$ cat src/sv/mbrtu_pkg.sv
package mbrtu_pkg;

  localparam int TxBufSizeDef = 128;
  localparam int QueueAw = 2;

  localparam logic [1:0] ModeRequest = 2'd0;
  localparam logic [1:0] ModePayload = 2'd1;
  localparam logic [1:0] ModeRxByte  = 2'd2;
  localparam logic [1:0] ModeGap     = 2'd3;

  localparam logic [2:0] SelWriteMulti = 3'd6;
  localparam logic [7:0] FnReadCoils   = 8'h01;
  localparam logic [7:0] FnReadInput   = 8'h04;
  localparam logic [7:0] FnWriteMulti  = 8'h10;

  localparam logic [2:0] StAckSet  = 3'd0;
  localparam logic [2:0] StValid   = 3'd1;
  localparam logic [2:0] StShort   = 3'd2;
  localparam logic [2:0] StCrcErr  = 3'd3;
  localparam logic [2:0] StDropped = 3'd4;

  localparam logic [7:0] MinFrameLen  = 8'd4;
  localparam logic [7:0] AckFrameLen  = 8'd7;
  localparam logic [7:0] MaxByteCount = 8'd100;
  localparam logic [9:0] FrameOverhead = 10'd9;

  localparam logic [15:0] CrcInit = 16'hFFFF;
  localparam logic [15:0] CrcPoly = 16'hA001;

  // one command for the back end: header bytes, optional CRC tail, or a status
  typedef struct packed {
    logic [6:0][7:0] bytes;
    logic [2:0]      nbytes;
    logic            crc_init;
    logic            crc_tail;
    logic            verdict;
    logic [2:0]      status;
    logic [5:0]      ack;
  } cmd_t;

  function automatic logic [15:0] crc_feed(logic [15:0] crc, logic [7:0] b);
    logic [15:0] c;
    c = crc ^ {8'h00, b};
    for (int k = 0; k < 8; k++) begin
      c = c[0] ? ((c >> 1) ^ CrcPoly) : (c >> 1);
    end
    return c;
  endfunction

endpackage

$ cat src/sv/mbrtu_if.sv
interface mbrtu_in_if;
  logic        valid;
  logic        ready;
  logic [1:0]  mode;
  logic [7:0]  slave_addr;
  logic [2:0]  function_sel;
  logic [15:0] start_reg;
  logic [15:0] count_or_value;
  logic [7:0]  data_byte;

  modport source (output valid, mode, slave_addr, function_sel, start_reg,
                  count_or_value, data_byte, input ready);
  modport sink (input valid, mode, slave_addr, function_sel, start_reg,
                count_or_value, data_byte, output ready);
endinterface

interface mbrtu_out_if;
  logic       valid;
  logic       ready;
  logic       kind;
  logic [7:0] tx_byte;
  logic       last;
  logic [2:0] status;
  logic [5:0] ack_flags;

  modport source (output valid, kind, tx_byte, last, status, ack_flags, input ready);
  modport sink (input valid, kind, tx_byte, last, status, ack_flags, output ready);
endinterface

$ cat src/sv/mbrtu_front.sv
module mbrtu_front #(
  parameter int TX_BUF_SIZE = mbrtu_pkg::TxBufSizeDef
) (
  input  logic               clk_i,
  input  logic               rst_ni,
  mbrtu_in_if.sink           in_i,
  input  logic               q_full_i,
  output logic               q_push_o,
  output mbrtu_pkg::cmd_t    q_cmd_o
);

  localparam int PlW = $clog2(TX_BUF_SIZE);
  localparam logic [9:0] BufLen = 10'(TX_BUF_SIZE);

  logic [PlW-1:0] payload_left_q, payload_left_d;
  logic [7:0]     rx_count_q, rx_count_d;
  logic [15:0]    rx_crc_q, rx_crc_d;
  logic [7:0]     rx_function_q, rx_function_d;
  logic [7:0]     rx_byte_count_q, rx_byte_count_d;
  logic [5:0]     ack_q, ack_d;

  logic           accept;
  logic [7:0]     cnt;
  logic [9:0]     frame_len;

  assign in_i.ready = !q_full_i;
  assign accept     = in_i.valid && !q_full_i;
  assign cnt        = in_i.count_or_value[7:0];
  assign frame_len  = {1'b0, cnt, 1'b0} + mbrtu_pkg::FrameOverhead;

  always_comb begin
    payload_left_d  = payload_left_q;
    rx_count_d      = rx_count_q;
    rx_crc_d        = rx_crc_q;
    rx_function_d   = rx_function_q;
    rx_byte_count_d = rx_byte_count_q;
    ack_d           = ack_q;
    q_push_o        = 1'b0;
    q_cmd_o         = '0;

    unique case (in_i.mode)
      mbrtu_pkg::ModeRequest: begin
        if (in_i.function_sel < mbrtu_pkg::SelWriteMulti) begin
          payload_left_d   = '0;
          ack_d            = ack_q & ~(6'd1 << in_i.function_sel);
          q_push_o         = accept;
          q_cmd_o.bytes[0] = in_i.slave_addr;
          q_cmd_o.bytes[1] = {5'd0, in_i.function_sel} + 8'd1;
          q_cmd_o.bytes[2] = in_i.start_reg[15:8];
          q_cmd_o.bytes[3] = in_i.start_reg[7:0];
          q_cmd_o.bytes[4] = in_i.count_or_value[15:8];
          q_cmd_o.bytes[5] = in_i.count_or_value[7:0];
          q_cmd_o.nbytes   = 3'd6;
          q_cmd_o.crc_init = 1'b1;
          q_cmd_o.crc_tail = 1'b1;
        end else if (in_i.function_sel == mbrtu_pkg::SelWriteMulti) begin
          q_push_o = accept;
          if (frame_len > BufLen) begin
            payload_left_d = '0;
            q_cmd_o.verdict = 1'b1;
            q_cmd_o.status  = mbrtu_pkg::StDropped;
            q_cmd_o.ack     = ack_q;
          end else begin
            payload_left_d   = PlW'({cnt, 1'b0});
            q_cmd_o.bytes[0] = in_i.slave_addr;
            q_cmd_o.bytes[1] = mbrtu_pkg::FnWriteMulti;
            q_cmd_o.bytes[2] = in_i.start_reg[15:8];
            q_cmd_o.bytes[3] = in_i.start_reg[7:0];
            q_cmd_o.bytes[4] = 8'd0;
            q_cmd_o.bytes[5] = cnt;
            q_cmd_o.bytes[6] = {cnt[6:0], 1'b0};
            q_cmd_o.nbytes   = 3'd7;
            q_cmd_o.crc_init = 1'b1;
            q_cmd_o.crc_tail = (cnt == 8'd0);
          end
        end
      end
      mbrtu_pkg::ModePayload: begin
        if (payload_left_q != '0) begin
          payload_left_d   = payload_left_q - PlW'(1);
          q_push_o         = accept;
          q_cmd_o.bytes[0] = in_i.data_byte;
          q_cmd_o.nbytes   = 3'd1;
          q_cmd_o.crc_tail = (payload_left_q == PlW'(1));
        end
      end
      mbrtu_pkg::ModeRxByte: begin
        rx_crc_d = mbrtu_pkg::crc_feed(rx_crc_q, in_i.data_byte);
        if (rx_count_q == 8'd1) begin
          rx_function_d = in_i.data_byte;
        end else if (rx_count_q == 8'd2) begin
          rx_byte_count_d = in_i.data_byte;
        end
        if (rx_count_q != 8'hFF) begin
          rx_count_d = rx_count_q + 8'd1;
        end
      end
      mbrtu_pkg::ModeGap: begin
        q_push_o        = accept;
        q_cmd_o.verdict = 1'b1;
        if (rx_count_q < mbrtu_pkg::MinFrameLen) begin
          q_cmd_o.status = mbrtu_pkg::StShort;
        end else if (rx_crc_q != 16'd0) begin
          q_cmd_o.status = mbrtu_pkg::StCrcErr;
        end else if (rx_function_q == mbrtu_pkg::FnReadCoils &&
                     rx_count_q >= mbrtu_pkg::AckFrameLen) begin
          ack_d          = ack_q | 6'b000001;
          q_cmd_o.status = mbrtu_pkg::StAckSet;
        end else if (rx_function_q == mbrtu_pkg::FnReadInput &&
                     rx_byte_count_q <= mbrtu_pkg::MaxByteCount) begin
          ack_d          = ack_q | 6'b001000;
          q_cmd_o.status = mbrtu_pkg::StAckSet;
        end else begin
          q_cmd_o.status = mbrtu_pkg::StValid;
        end
        q_cmd_o.ack = ack_d;
        rx_count_d  = 8'd0;
        rx_crc_d    = mbrtu_pkg::CrcInit;
      end
      default: ;
    endcase
  end

  always_ff @(posedge clk_i or negedge rst_ni) begin
    if (!rst_ni) begin
      payload_left_q  <= '0;
      rx_count_q      <= '0;
      rx_crc_q        <= mbrtu_pkg::CrcInit;
      rx_function_q   <= '0;
      rx_byte_count_q <= '0;
      ack_q           <= '0;
    end else if (accept) begin
      payload_left_q  <= payload_left_d;
      rx_count_q      <= rx_count_d;
      rx_crc_q        <= rx_crc_d;
      rx_function_q   <= rx_function_d;
      rx_byte_count_q <= rx_byte_count_d;
      ack_q           <= ack_d;
    end
  end

endmodule

$ cat src/sv/mbrtu_fifo.sv
module mbrtu_fifo (
  input  logic            clk_i,
  input  logic            rst_ni,
  input  logic            push_i,
  input  mbrtu_pkg::cmd_t cmd_i,
  output logic            full_o,
  input  logic            pop_i,
  output logic            valid_o,
  output mbrtu_pkg::cmd_t cmd_o
);

  localparam int Aw = mbrtu_pkg::QueueAw;

  mbrtu_pkg::cmd_t mem_q [2**Aw];
  mbrtu_pkg::cmd_t head_q;
  logic [Aw:0]     wr_q, rd_q, rd_d;

  assign full_o  = (wr_q[Aw] != rd_q[Aw]) && (wr_q[Aw-1:0] == rd_q[Aw-1:0]);
  assign valid_o = (wr_q != rd_q);
  assign cmd_o   = head_q;
  assign rd_d    = pop_i ? rd_q + (Aw+1)'(1) : rd_q;

  // head entry held in a register; a write into an emptying queue goes straight through
  always_ff @(posedge clk_i) begin
    if (push_i) begin
      mem_q[wr_q[Aw-1:0]] <= cmd_i;
    end
    if (push_i && (wr_q == rd_d)) begin
      head_q <= cmd_i;
    end else begin
      head_q <= mem_q[rd_d[Aw-1:0]];
    end
  end

  always_ff @(posedge clk_i or negedge rst_ni) begin
    if (!rst_ni) begin
      wr_q <= '0;
      rd_q <= '0;
    end else begin
      if (push_i) begin
        wr_q <= wr_q + (Aw+1)'(1);
      end
      rd_q <= rd_d;
    end
  end

endmodule

$ cat src/sv/mbrtu_back.sv
module mbrtu_back (
  input  logic            clk_i,
  input  logic            rst_ni,
  input  logic            q_valid_i,
  input  mbrtu_pkg::cmd_t q_cmd_i,
  output logic            q_pop_o,
  mbrtu_out_if.source     out_o
);

  mbrtu_pkg::cmd_t cur_q;
  logic            cur_valid_q, cur_valid_d;
  logic [3:0]      idx_q, idx_d;
  logic [15:0]     crc_q, crc_d;

  logic            out_valid_q, out_valid_d;
  logic            kind_q, last_q;
  logic [7:0]      byte_q;
  logic [2:0]      status_q;
  logic [5:0]      ack_q;

  logic            step, done, load;
  logic            r_kind, r_last;
  logic [7:0]      r_byte;
  logic [15:0]     crc_base;
  logic [3:0]      n_ext;

  assign step  = cur_valid_q && (!out_valid_q || out_o.ready);
  assign n_ext = {1'b0, cur_q.nbytes};

  always_comb begin
    r_kind   = 1'b0;
    r_last   = 1'b0;
    r_byte   = 8'd0;
    done     = 1'b0;
    crc_d    = crc_q;
    crc_base = (idx_q == 4'd0 && cur_q.crc_init) ? mbrtu_pkg::CrcInit : crc_q;
    if (cur_q.verdict) begin
      r_kind = 1'b1;
      done   = 1'b1;
    end else if (idx_q < n_ext) begin
      r_byte = cur_q.bytes[idx_q[2:0]];
      crc_d  = mbrtu_pkg::crc_feed(crc_base, r_byte);
      done   = (idx_q + 4'd1 == n_ext) && !cur_q.crc_tail;
    end else if (idx_q == n_ext) begin
      r_byte = crc_q[7:0];
    end else begin
      r_byte = crc_q[15:8];
      r_last = 1'b1;
      done   = 1'b1;
      crc_d  = mbrtu_pkg::CrcInit;
    end
  end

  assign load    = q_valid_i && (!cur_valid_q || (step && done));
  assign q_pop_o = load;

  always_comb begin
    cur_valid_d = cur_valid_q;
    idx_d       = idx_q;
    if (load) begin
      cur_valid_d = 1'b1;
      idx_d       = 4'd0;
    end else if (step) begin
      cur_valid_d = !done;
      idx_d       = idx_q + 4'd1;
    end
    out_valid_d = out_valid_q;
    if (step) begin
      out_valid_d = 1'b1;
    end else if (out_o.ready) begin
      out_valid_d = 1'b0;
    end
  end

  always_ff @(posedge clk_i or negedge rst_ni) begin
    if (!rst_ni) begin
      cur_valid_q <= 1'b0;
      idx_q       <= '0;
      crc_q       <= mbrtu_pkg::CrcInit;
      out_valid_q <= 1'b0;
    end else begin
      cur_valid_q <= cur_valid_d;
      idx_q       <= idx_d;
      out_valid_q <= out_valid_d;
      if (step) begin
        crc_q <= crc_d;
      end
    end
  end

  always_ff @(posedge clk_i) begin
    if (load) begin
      cur_q <= q_cmd_i;
    end
    if (step) begin
      kind_q   <= r_kind;
      byte_q   <= r_byte;
      last_q   <= r_last;
      status_q <= r_kind ? cur_q.status : 3'd0;
      ack_q    <= r_kind ? cur_q.ack : 6'd0;
    end
  end

  assign out_o.valid     = out_valid_q;
  assign out_o.kind      = kind_q;
  assign out_o.tx_byte   = byte_q;
  assign out_o.last      = last_q;
  assign out_o.status    = status_q;
  assign out_o.ack_flags = ack_q;

`ifndef SYNTH
  a_tail_restarts_crc: assert property (@(posedge clk_i) disable iff (!rst_ni)
    step && r_last |=> crc_q == mbrtu_pkg::CrcInit)
    else $error("tx crc not restarted after frame tail");

  a_idx_in_range: assert property (@(posedge clk_i) disable iff (!rst_ni)
    cur_valid_q && !cur_q.verdict |-> idx_q <= n_ext + 4'd1)
    else $error("byte index past end of command");

  a_last_is_byte: assert property (@(posedge clk_i) disable iff (!rst_ni)
    out_valid_q && last_q |-> !kind_q && status_q == 3'd0 && ack_q == 6'd0)
    else $error("last flag on a status result");

  a_no_load_mid_cmd: assert property (@(posedge clk_i) disable iff (!rst_ni)
    cur_valid_q && !(step && done) |-> !load)
    else $error("command replaced before it finished");
`endif

endmodule

$ cat src/sv/modbus_rtu_master_framer_top.sv
// Path: an item passes the queue head register, the back end's command register and
//   the output register; a 4-entry command queue sits between front and back.
// Throughput: one item per cycle in while the queue is not full; one result per cycle out while
//   ready is high. Out: 01H..06H request 6 bytes + CRC, 10H header 7 (+ CRC if count 0), payload 1 (+ CRC on last).
// Reset: asynchronous, active low; clears counters, ack flags and queue, CRCs to FFFFH.
module modbus_rtu_master_framer_top #(
  parameter int TX_BUF_SIZE = mbrtu_pkg::TxBufSizeDef
) (
  input  logic        clk_i,
  input  logic        rst_ni,
  mbrtu_in_if.sink    in_i,
  mbrtu_out_if.source out_o
);

  logic            push, full, pop, q_valid;
  mbrtu_pkg::cmd_t push_cmd, head_cmd;

  mbrtu_front #(
    .TX_BUF_SIZE(TX_BUF_SIZE)
  ) u_front (
    .clk_i    (clk_i),
    .rst_ni   (rst_ni),
    .in_i     (in_i),
    .q_full_i (full),
    .q_push_o (push),
    .q_cmd_o  (push_cmd)
  );

  mbrtu_fifo u_fifo (
    .clk_i   (clk_i),
    .rst_ni  (rst_ni),
    .push_i  (push),
    .cmd_i   (push_cmd),
    .full_o  (full),
    .pop_i   (pop),
    .valid_o (q_valid),
    .cmd_o   (head_cmd)
  );

  mbrtu_back u_back (
    .clk_i     (clk_i),
    .rst_ni    (rst_ni),
    .q_valid_i (q_valid),
    .q_cmd_i   (head_cmd),
    .q_pop_o   (pop),
    .out_o     (out_o)
  );

endmodule

$ cat src/flat_wrapper.sv
// flat-port wrapper written by rule: the top's interface ports become plain ports
module modbus_rtu_master_framer_top_flat 
#(
  parameter int TX_BUF_SIZE = mbrtu_pkg::TxBufSizeDef
)
  (clk_i, rst_ni, in_i_valid, in_i_mode, in_i_slave_addr, in_i_function_sel, in_i_start_reg, in_i_count_or_value, in_i_data_byte, in_i_ready, out_o_valid, out_o_kind, out_o_tx_byte, out_o_last, out_o_status, out_o_ack_flags, out_o_ready);
  mbrtu_in_if in_i_i ();
  mbrtu_out_if out_o_i ();
  input  logic clk_i;
  input  logic rst_ni;
  input wire logic [$bits(in_i_i.valid)-1:0] in_i_valid;
  input wire logic [$bits(in_i_i.mode)-1:0] in_i_mode;
  input wire logic [$bits(in_i_i.slave_addr)-1:0] in_i_slave_addr;
  input wire logic [$bits(in_i_i.function_sel)-1:0] in_i_function_sel;
  input wire logic [$bits(in_i_i.start_reg)-1:0] in_i_start_reg;
  input wire logic [$bits(in_i_i.count_or_value)-1:0] in_i_count_or_value;
  input wire logic [$bits(in_i_i.data_byte)-1:0] in_i_data_byte;
  output wire logic [$bits(in_i_i.ready)-1:0] in_i_ready;
  output wire logic [$bits(out_o_i.valid)-1:0] out_o_valid;
  output wire logic [$bits(out_o_i.kind)-1:0] out_o_kind;
  output wire logic [$bits(out_o_i.tx_byte)-1:0] out_o_tx_byte;
  output wire logic [$bits(out_o_i.last)-1:0] out_o_last;
  output wire logic [$bits(out_o_i.status)-1:0] out_o_status;
  output wire logic [$bits(out_o_i.ack_flags)-1:0] out_o_ack_flags;
  input wire logic [$bits(out_o_i.ready)-1:0] out_o_ready;
  assign in_i_i.valid = in_i_valid;
  assign in_i_i.mode = in_i_mode;
  assign in_i_i.slave_addr = in_i_slave_addr;
  assign in_i_i.function_sel = in_i_function_sel;
  assign in_i_i.start_reg = in_i_start_reg;
  assign in_i_i.count_or_value = in_i_count_or_value;
  assign in_i_i.data_byte = in_i_data_byte;
  assign in_i_ready = in_i_i.ready;
  assign out_o_valid = out_o_i.valid;
  assign out_o_kind = out_o_i.kind;
  assign out_o_tx_byte = out_o_i.tx_byte;
  assign out_o_last = out_o_i.last;
  assign out_o_status = out_o_i.status;
  assign out_o_ack_flags = out_o_i.ack_flags;
  assign out_o_i.ready = out_o_ready;
  modbus_rtu_master_framer_top #(.TX_BUF_SIZE(TX_BUF_SIZE)) u_core (.clk_i(clk_i), .rst_ni(rst_ni), .in_i(in_i_i), .out_o(out_o_i));
endmodule
$ cat config.mk
export PLATFORM = sky130hd
export DESIGN_NAME = modbus_rtu_master_framer_top_flat
export DESIGN_NICKNAME = d
export VERILOG_FILES = /design/src/sv/mbrtu_pkg.sv /design/src/sv/mbrtu_if.sv /design/src/sv/mbrtu_front.sv /design/src/sv/mbrtu_fifo.sv /design/src/sv/mbrtu_back.sv /design/src/sv/modbus_rtu_master_framer_top.sv /design/src/flat_wrapper.sv
export SDC_FILE = /design/constraint.sdc
export NUM_CORES = 1
export LEC_CHECK = 0
export BUFFER_PORTS_ARGS = -buffer_cell sky130_fd_sc_hd__buf_2
export CAP_MARGIN = 20
export CORE_UTILIZATION = 45
export DETAILED_ROUTE_END_ITERATION = 16
export HOLD_SLACK_MARGIN = 0.02
export PLACE_DENSITY = 0.62
export SETUP_SLACK_MARGIN = 0.3
export SLEW_MARGIN = 10
export SYNTH_ARGS = -nofsm -noshare
export SYNTH_HDL_FRONTEND = slang
export SYNTH_SLANG_ARGS = --single-unit
$ cat constraint.sdc
create_clock -name clk_i -period 5.7 [get_ports clk_i]
set_input_delay 0.57 -clock clk_i [delete_from_list [all_inputs] [get_ports clk_i]]
set_output_delay 0.57 -clock clk_i [all_outputs]
set_load 0.05 [all_outputs]
=== After elaboration in Yosys (flattened, before gate mapping) ===
Memories as Yosys holds them, arrays and structs flattened.
Cells that the tools add are included.

* Output and inout port bits: 21
* Memories kept: 1
* Bits in writable memories: 284
* Logic and storage cells: 209
* Input bits: 57
* Flip-flop bits (word level): 242

{| class="wikitable"
|+ Memories
! memory !! depth !! width !! rd ports !! clocked after Yosys merged registers in !! write ports !! RTL line !! source
|-
| u_core.u_fifo.mem_q || 4 || 71 || 1 || 0 || 1 || mbrtu_fifo.sv:14 || <nowiki>mbrtu_pkg::cmd_t mem_q [2**Aw];</nowiki>
|}

* Multiplexer cells: 72
* Bitwise gates (word level): 22
* Reductions and logical operators: 35
* Magnitude comparators: 7
* Shift-type cells: 1
* Add/subtract/negate cells: 7
* Equality and inequality tests: 21

{| class="wikitable"
|+ Operator list
! kind !! count
|-
| $mux W16 || 19
|-
| $mux W71 || 2
|-
| $mux W61 || 1
|-
| $mux W53 || 1
|-
| $mux W48 || 1
|-
| $not A2 Y3 || 16
|-
| $mux W8 || 5
|-
| $pmux W16 S2 || 1
|-
| $xor A16 B8 Y16 || 2
|-
| $mux W7 || 4
|-
| $bmux W8 S3 || 1
|-
| $mux W4 || 6
|-
| $pmux W11 S2 || 1
|-
| $mux W10 || 2
|-
| $pmux W10 S2 || 1
|-
| $mux W1 || 17
|-
| $eq A8 B1 Y1 const B || 2
|-
| $pmux W8 S2 || 1
|-
| $reduce_bool A16 Y1 || 1
|-
| $pmux W7 S2 || 1
|-
| $pmux W6 S2 || 1
|-
| $reduce_and A3 Y1 || 4
|-
| $mux W11 || 1
|-
| $add A9 B4 Y10 const B || 1
|-
| 46 further kinds || 73
|}

=== Depth between registers and ports, before layout ===
Gate-level depths: netlist of run 1.

* Word-level depth: 21
* Depth in mapped cells: 16
* Depth with buffers taken out: 12

=== Hierarchy ===
Synthesis of run 1 repeated with hierarchy kept, for this count alone.

* Cells, all modules: 1,269
* Area total of the unflattened synthesis: 21,489.4 um^2

{| class="wikitable"
|+ By module, submodules not included
! module !! times used !! cells each !! area each (um^2) !! sequential area each (um^2)
|-
| mbrtu_fifo || 1 || 558 || 12,931.2 || 10,099.7
|-
| mbrtu_back || 1 || 338 || 5,022.3 || 3,273.1
|-
| mbrtu_front || 1 || 373 || 3,535.9 || 1,346.3
|}

=== Worst setup path after synthesis of run 1 ===
No wires, ideal clock.

* Path kind: reg-to-reg
* Start: register u_core.u_back.idx_q[0]
* End: register u_core.u_fifo.head_q (netlist bit u_core.u_fifo.cmd_o[10])
* Data required time: 5,577 ps
* Arrival time: 3,944 ps
* Library setup time: 123 ps
* Setup slack: 1,632 ps
* Cell stages (with the launch flop): 17
* Buffers on the path: 4
* Clock period less this slack: 4,068 ps
* Cells stage by stage: dfrtp_1 > buf_6 > buf_4 > inv_1 > ha_1 > or2_2 > mux2i_1 > a211o_1 > a21oi_1 > o21ai_1 > nand2_2 > inv_2 > o21ai_1 > nand3b_1 > buf_2 > buf_2 > mux2_1

* Longest elaborated chain between the ends: 12
* Elaborated cells on any way between the ends: 16
* Those cells by class: add/sub: 1; order compare: 1; eq/ne: 3; mux: 5; reduce/logical: 5; memory: 1

{| class="wikitable"
|+ RTL lines
! item !! RTL line !! source
|-
| from (decl) || mbrtu_back.sv:12 || <nowiki>logic [3:0] idx_q, idx_d;</nowiki>
|-
| from (signal assigned) || mbrtu_back.sv:83 || <nowiki>idx_q <= idx_d;</nowiki>
|-
| $add A4 B1 Y4 || mbrtu_back.sv:43 || <nowiki>done = (idx_q + 4'd1 == n_ext) && !cur_q.crc_tail;</nowiki>
|-
| $eq A4 B3 Y1 || mbrtu_back.sv:43 ||
|-
| $logic_and A1 B1 Y1 || mbrtu_back.sv:43 ||
|-
| $mux W1 (*) || mbrtu_back.sv:40 || <nowiki>end else if (idx_q < n_ext) begin</nowiki>
|-
| $mux W1 (*) || mbrtu_back.sv:37 || <nowiki>if (cur_q.verdict) begin</nowiki>
|-
| $logic_and A1 B1 Y1 (*) || mbrtu_back.sv:54 || <nowiki>assign load = q_valid_i && (!cur_valid_q || (step && done));</nowiki>
|-
| $logic_or A1 B1 Y1 (*) || mbrtu_back.sv:54 ||
|-
| $logic_and A1 B1 Y1 (*) || mbrtu_back.sv:54 ||
|-
| net u_core.pop || modbus_rtu_master_framer_top.sv:15 || <nowiki>logic push, full, pop, q_valid;</nowiki>
|-
| $mux W3 (*) || mbrtu_fifo.sv:21 || <nowiki>assign rd_d = pop_i ? rd_q + (Aw+1)'(1) : rd_q;</nowiki>
|-
| branches (longest 2 deep; another with $mem_v2 Z4 W71) || - ||
|-
| $mux W71 (*) || mbrtu_fifo.sv:28 || <nowiki>if (push_i && (wr_q == rd_d)) begin</nowiki>
|-
| to (signal assigned) || mbrtu_fifo.sv:29 || <nowiki>head_q <= cmd_i;</nowiki>
|-
| to (signal assigned) || mbrtu_fifo.sv:31 || <nowiki>head_q <= mem_q[rd_d[Aw-1:0]];</nowiki>
|-
| to (decl) || mbrtu_fifo.sv:15 || <nowiki>mbrtu_pkg::cmd_t head_q;</nowiki>
|}

Mark *: on every way through the listed nets, which the timed path passes.
A chain may end at the register's enable or synchronous reset.

=== Worst setup path after layout of run 1 ===
* Start: register u_core.u_back.idx_q[2]
* End: register u_core.u_fifo.head_q (netlist bit u_core.u_fifo.cmd_o[0])

* Longest elaborated chain between the ends: 12
* Elaborated cells on any way between the ends: 16
* Those cells by class: add/sub: 1; order compare: 1; eq/ne: 3; mux: 5; reduce/logical: 5; memory: 1

{| class="wikitable"
|+ RTL lines
! item !! RTL line
|-
| $add A4 B1 Y4 || mbrtu_back.sv:43
|-
| $eq A4 B3 Y1 || mbrtu_back.sv:43
|-
| $logic_and A1 B1 Y1 || mbrtu_back.sv:43
|-
| $mux W1 (*) || mbrtu_back.sv:40
|-
| $mux W1 (*) || mbrtu_back.sv:37
|-
| $logic_and A1 B1 Y1 (*) || mbrtu_back.sv:54
|-
| $logic_or A1 B1 Y1 (*) || mbrtu_back.sv:54
|-
| $logic_and A1 B1 Y1 (*) || mbrtu_back.sv:54
|-
| $mux W3 (*) || mbrtu_fifo.sv:21
|-
| branches (longest 2 deep; another with $mem_v2 Z4 W71) || -
|-
| $mux W71 (*) || mbrtu_fifo.sv:28
|}

Mark *: on every way between the ends.

==> results of run 1 <==
==> registers in the layout, summed over array words and instances, names as in the netlist <==
signal	count
u_core.u_back.out_o.status	3
u_core.u_back.crc_q	16
u_core.u_back.idx_q	4
u_core.u_fifo.mem_q	260
u_core.u_front.ack_q	6
u_core.u_front.payload_left_q	7
u_core.u_back.cur_q	65
u_core.u_fifo.cmd_o	65
u_core.u_fifo.rd_q	3
u_core.u_back.out_o.valid	1
u_core.u_front.rx_byte_count_q	8
u_core.u_back.cur_valid_q	1
u_core.u_back.out_o.tx_byte	8
u_core.u_back.out_o.last	1
u_core.u_back.out_o.ack_flags	6
u_core.u_front.rx_function_q	8
u_core.u_front.rx_count_q	8
u_core.u_fifo.wr_q	3
u_core.u_front.rx_crc_q	16
u_core.u_back.out_o.kind	1
==> per-stage QoR <==
stage                     hold slack [ns]  cells  setup slack, ns  instance area, µm²
after floorplan                     0.274   1351             1.63               22000
after global placement              0.387   1995             1.54               23100
after detailed placement            0.389   1995             1.48               23100
after CTS                           0.212   2096             1.45               24900
after global routing                0.255   2097             1.16               24900
final                               0.265   2097             1.47               24900
==> final timing paths <==
kind,startpoint,to,cells after the start
max in group asynchronous,rst_ni,u_core.u_fifo.rd_q[1],3
setup / recovery,u_core.u_back.idx_q[2],u_core.u_fifo.cmd_o[0],10
hold / removal,in_i_data_byte[0],u_core.u_front.rx_function_q[0],2
min in group asynchronous,rst_ni,u_core.u_front.payload_left_q[5],2
hold reg to reg,u_core.u_fifo.cmd_o[2],u_core.u_back.cur_q[2],0
setup reg to reg,u_core.u_back.idx_q[2],u_core.u_fifo.cmd_o[0],10
==> worst register-to-register path, delay by kind of cell, from the launching register on <==
family                     cells  cell delay [ns]
DFF                            1             0.69
muxes                          2             0.76
buffers and inverters          2             1.17
adders and majority gates      1             0.47
AOI/OAI and AO/OA              3             0.53
and+or+nand+nor                2             0.47
==> metal layers <==
metal	up-vias	global-route usage, %
li1	5430	-
met4	0	6.30
met1	6191	27.2
met2	251	31.8
met5	-	0
met3	62	2.90
==> what timing repair did <==
item | CTS | global route
hold endpoints to repair | 10 | 0
hold buffers | 1 | 0
setup buffers | 0 | 0
==> power by group <==
group,internal [µW],switching [µW]
Combinational,3180,3350
Sequential,5150,600
Clock,2070,1390
Total,10400,5340
==> cells by family (layout without fill, tap and decap cells) <==
kind of cell	after synthesis	after routing
buffers and inverters	88	219
multiplexers	297	297
AO/OA/AOI/OAI	137	137
AND/OR/NAND/NOR	241	241
adder cells (fa/ha/maj)	24	24
flip-flops	490	490
other	1	8
XOR/XNOR	66	66
==> area by class of cell <==
type / instances / area, µm² / area share [%]
clock buffer: 71 / 1450 / 5.84
tap: 615 / 769 / 3.09
multi-input combinational: 773 / 7990 / 32.1
sequential: 490 / 13700 / 55.1
timing repair buffer: 99 / 581 / 2.33
inverter: 20 / 75.1 / 0.302
clock inverter: 29 / 322 / 1.29
==> cell usage in the layout (no fill, tap or decap), types with 7 or more instances in the layout <==
cell and n:
and2_1 55, nor3_1 9, o22a_1 18, conb_1 8
mux2_1 76, nor2_1 71, clkinv_2 14, a22o_1 8
dfrtp_1 47, clkbuf_1 12, nand2_1 34, ha_1 23
mux2i_1 21, o21a_1 7, buf_4 20, mux2_2 69
o21ai_0 15, xor2_1 19, a21oi_1 35, nand4_1 8
xnor2_1 43, buf_2 76, a211oi_1 16, mux4_2 129
clkbuf_16 53, dfxtp_1 65, dfstp_2 32, and3_1 14
edfxtp_1 344, inv_1 18
==> results.cfg, run 1 <==
[outcome]
status = finished clean

[setup_path]
cp-end-kind = register
path_class = register to register
path_max_fanout = 63
cp_top_family = buffers and inverters
crit_buf_inv = 2
cp_slowest_stage_delay_ns = 0.84
critPathLaunchType = register
crit_slowest_cell = buf_4
crit_top_cell = o21ai_1
cp.arrival_ns = 4.71
cp.required_ns = 6.18
path_cells = ha_1 > nand4b_1 > inv_2 > o21ai_1 > a21oi_1 > o21ai_1 > nand2_4 > buf_4 > mux2_2 > mux2_1
r2r_slack_ns = 1.47

[detailed_routing]
wl_met1_um = 21800
routed_via_density = 5.69
wl_per_cell_um = 22.7
finalWirelength_um = 47500
drt_iter0_drc = 812
via_count = 11900
dr_wl_met3_um = 2000
drt_pre_antenna_iters = 5
drc_errors = 0
detail-route-antenna-nets = 0
routed.top_layer = met4
met2_length_um = 22700

[floorplan]
fp.dieH_um = 223
start_util_pct = 45.9
die_x_um = 223
fp-row-count = 80
die-area_um2 = 49700
core_um2 = 47900
ios = 78

[synth]
synth_seq_cells = 490
synth_xor_area_share_pct = 2.79
synth_edf_count = 344
syn_inst = 1344
synth-compound-area-share_pct = 4.31
ys_types = 68
synth_top_family_by_area = multiplexers
synthAdderAreaFrac_pct = 1.37
yosysMostFrequentCell = edfxtp_1
synthArstFlopShare_pct = 16.5
ys_seq_area_share_pct = 62.3
ys.flop_type = edfxtp_1
syn_area_um2 = 22000
yosysWarnings = 0
synthDominantCellAreaShare_pct = 47.0
yosysTopAreaCell = edfxtp_1
synth_common_cells = edfxtp_1 (344), mux4_2 (129), mux2_1 (76), nor2_1 (71), mux2_2 (69)
syn_avg_cell_area_um2 = 16.4
yosys.area_share.simple_pct = 5.73
synth.area.top_cells = edfxtp_1 (47%), mux4_2 (13%), dfxtp_1 (5.9%), dfrtp_1 (5.6%), mux2_1 (3.9%)
synthMuxAreaShare_pct = 21.8

[timing]
fmax_mhz = 236
setup_viol = 0
setup_tns_ns = 0
slew_headroom_pct = 27.0
hold_viol = 0
finClkSkew_ns = 0.0163
period_share_pct = 74.2
drv_slew = 0
rsz0062_at_grt = no
layout_min_cycle_time_ns = 4.23
worstMarginPinSlew_ns = 1.09

[layout]
final_util_pct = 51.9
drive_gt1_share_pct = 29.3
num_antenna_cells = 0
n_fill_cell = 3866
nNetsFinal = 1518
area_growth_pct = 13.2

[power]
vdd_ir_drop_max_mv = 0.741
fin_total_pwr_uw = 15700
leakage_uw = 0.00895
power-per-cell-area_nw_per_um2 = 632

[cts]
clockBufferDepth = 3
cts_max_level = 2
cts_tree = built
cts_resized = 0
insertion_delay_ns = 0.60
clkTransAtPathRegs_ns = 0.06
numClockSinks = 490
numCtsBuffers = 53
root_buffer = clkbuf_16

[min_path]
hold_path.class = input pin to register

[placed_design]
io_buffer_count = 77
dp_hpwl_um = 28800
gp_congestion = 0.853

[global_routing]
antenna_found_initial = 0
grt_usage_pct = 19.5
grt_pass1_vias = 12400
grt_start_max_net_pins = 129
overflow = 0
grt_pass1_wl_um = 73400

[flow_run]
max_cap_viol_count = 0
Power figures use the tool's default switching activity.
==> run 2: changes to the inputs <==
- clock period: 5.7 -> 4.3 ns (I/O delays scaled with it)
==> results.cfg, run 2 (synthesis gave the netlist of run 1 again) <==
[layout]
largest_register_ff_count = 260
area_growth_pct = 14.4
drive_gt1_share_pct = 30.2
final_common_cell = edfxtp_1
nNetsFinal = 1530
final_cell_mix = edfxtp_1 (344), mux4_2 (129), mux2_1 (76), buf_2 (76), nor2_1 (71)
num_antenna_cells = 0

[cts]
root_buffer = clkbuf_16
numCtsBuffers = 52
clkTransAtPathRegs_ns = 0.06
numClockSinks = 490
insertion_delay_ns = 0.60
cts_tree = built
cts_max_level = 2
cts_setup_buffers = 0
clockBufferDepth = 3

[global_routing]
grt_start_max_net_pins = 128
grt_pass1_wl_um = 74900
grt_pass1_vias = 12600
grt_usage_pct = 19.9
antenna_found_initial = 0
overflow = 0

[flow_run]
max_cap_viol_count = 0

[timing]
worstMarginPinSlew_ns = 0.936
drv_slew = 0
fmax_mhz = 273
rsz0062_at_grt = no
period_share_pct = 85.1
setup_viol = 0
layout_min_cycle_time_ns = 3.66
finalHoldWorstSlack_ns = 0.148
slew_headroom_pct = 37.6
finClkSkew_ns = 0.0254
setup_tns_ns = 0
hold_viol = 0

[setup_path]
crit_buf_inv = 3
cp.arrival_ns = 3.87
cp.required_ns = 4.52
path_cells = inv_1 > ha_1 > or2_2 > mux2i_1 > a211o_1 > a21oi_1 > o21ai_1 > nand2_4 > inv_4 > buf_4
cp-end-kind = register
cp_slowest_stage_delay_ns = 0.69
crit_slowest_cell = buf_4
critPathLaunchType = register
cp_top_family = buffers and inverters
path_class = register to register
path_max_fanout = 69

[placed_design]
io_buffer_count = 77
gp_congestion = 0.834
dp_hpwl_um = 29900

[outcome]
status = finished clean

[detailed_routing]
wl_per_cell_um = 22.9
drc_errors = 0
drt_iter0_drc = 924
drt_pre_antenna_iters = 5
finalWirelength_um = 48200
routed_via_density = 5.70
via_count = 12000
detail-route-antenna-nets = 0

[floorplan]
die_x_um = 223
die-area_um2 = 49700
start_util_pct = 45.9
fp.dieH_um = 223
core_um2 = 47900
fp-row-count = 80
ios = 78

[min_path]
hold_path.class = input pin to register

[power]
pwr-share-clk_pct = 22.5
power-per-cell-area_nw_per_um2 = 848
p_switching_uw = 7220
p_int_uw = 14100
vdd_ir_drop_max_mv = 0.776
leakage_uw = 0.00905
p_comb_share_pct = 42.1
p_seq_share_pct = 35.4
swShare_pct = 33.8
## run 2: per-stage QoR
stage / cells / setup WS (ns) / total power (µW) / util, % / cell area [µm²]
finish: 2107 / 0.642 / 21300 / 52.5 / 25200
global route: 2107 / 0.387 / 22500 / 52.5 / 25200
CTS: 2106 / 0.553 / 21600 / 52.4 / 25100
detailed placement: 2008 / 0.586 / 16700 / 48.5 / 23300
global placement: 2008 / 0.673 / 16500 / 48.5 / 23300
floorplan: 1351 / 0.549 / 14300 / - / 22000
## run 2: final timing paths
check | from | endpoint | slack [ns] | depth (start not counted)
max in group asynchronous | rst_ni | u_core.u_front.rx_crc_q[10] | 2.95 | 3
max | u_core.u_back.idx_q[1] | u_core.u_back.cur_q[16] | 0.64 | 10
min reg2reg | u_core.u_fifo.cmd_o[3] | u_core.u_back.cur_q[3] | 0.40 | 0
min in group asynchronous | rst_ni | u_core.u_front.rx_count_q[1] | 0.41 | 2
min | in_i_data_byte[0] | u_core.u_front.rx_function_q[0] | 0.15 | 2
max reg2reg | u_core.u_back.idx_q[1] | u_core.u_back.cur_q[16] | 0.64 | 10
## run 2: timing repair
action,CTS,global route
endpoints found under the setup margin,0,13
endpoints found under the hold margin,27,0
gates resized for setup,0,1
hold buffers,1,0
## run 2: cell type report
class / count / area (µm²)
fill: 3823 / 22800
timing repair buffer: 112 / 752
sequential: 490 / 13700
clock buffer: 70 / 1470
inverter: 20 / 77.6
clock inverter: 27 / 389
tap: 615 / 769
multi-input combinational: 773 / 8000
## run 2: power by group through the flow
stage	logic [µW]	registers, µW	clock network, µW
after floorplan	6760	7580	0
after global placement	8880	7600	0
after detailed placement	9040	7620	0
after CTS	9100	7550	4900
after global routing	9740	7660	5060
final	8990	7540	4800
## run 2: worst reg2reg max path, stage by stage (launching register included)
cell and delay (ns):
dfrtp_1 0.62, inv_1 0.14, ha_1 0.32, or2_2 0.28
mux2i_1 0.14, a211o_1 0.14, a21oi_1 0.12, o21ai_1 0.42
nand2_4 0.20, inv_4 0.12, buf_4 0.69
## run 2: per-layer routing
layer	global-route usage [%]	vias to the layer above	share of wire (%)	wire length [µm]
met4	6.16	0	2.1	994
li1	-	5445	-	-
met1	28.1	6236	45	21900
met3	2.69	60	4.7	2290
met5	0	-	0	0
met2	32.0	272	48	23100
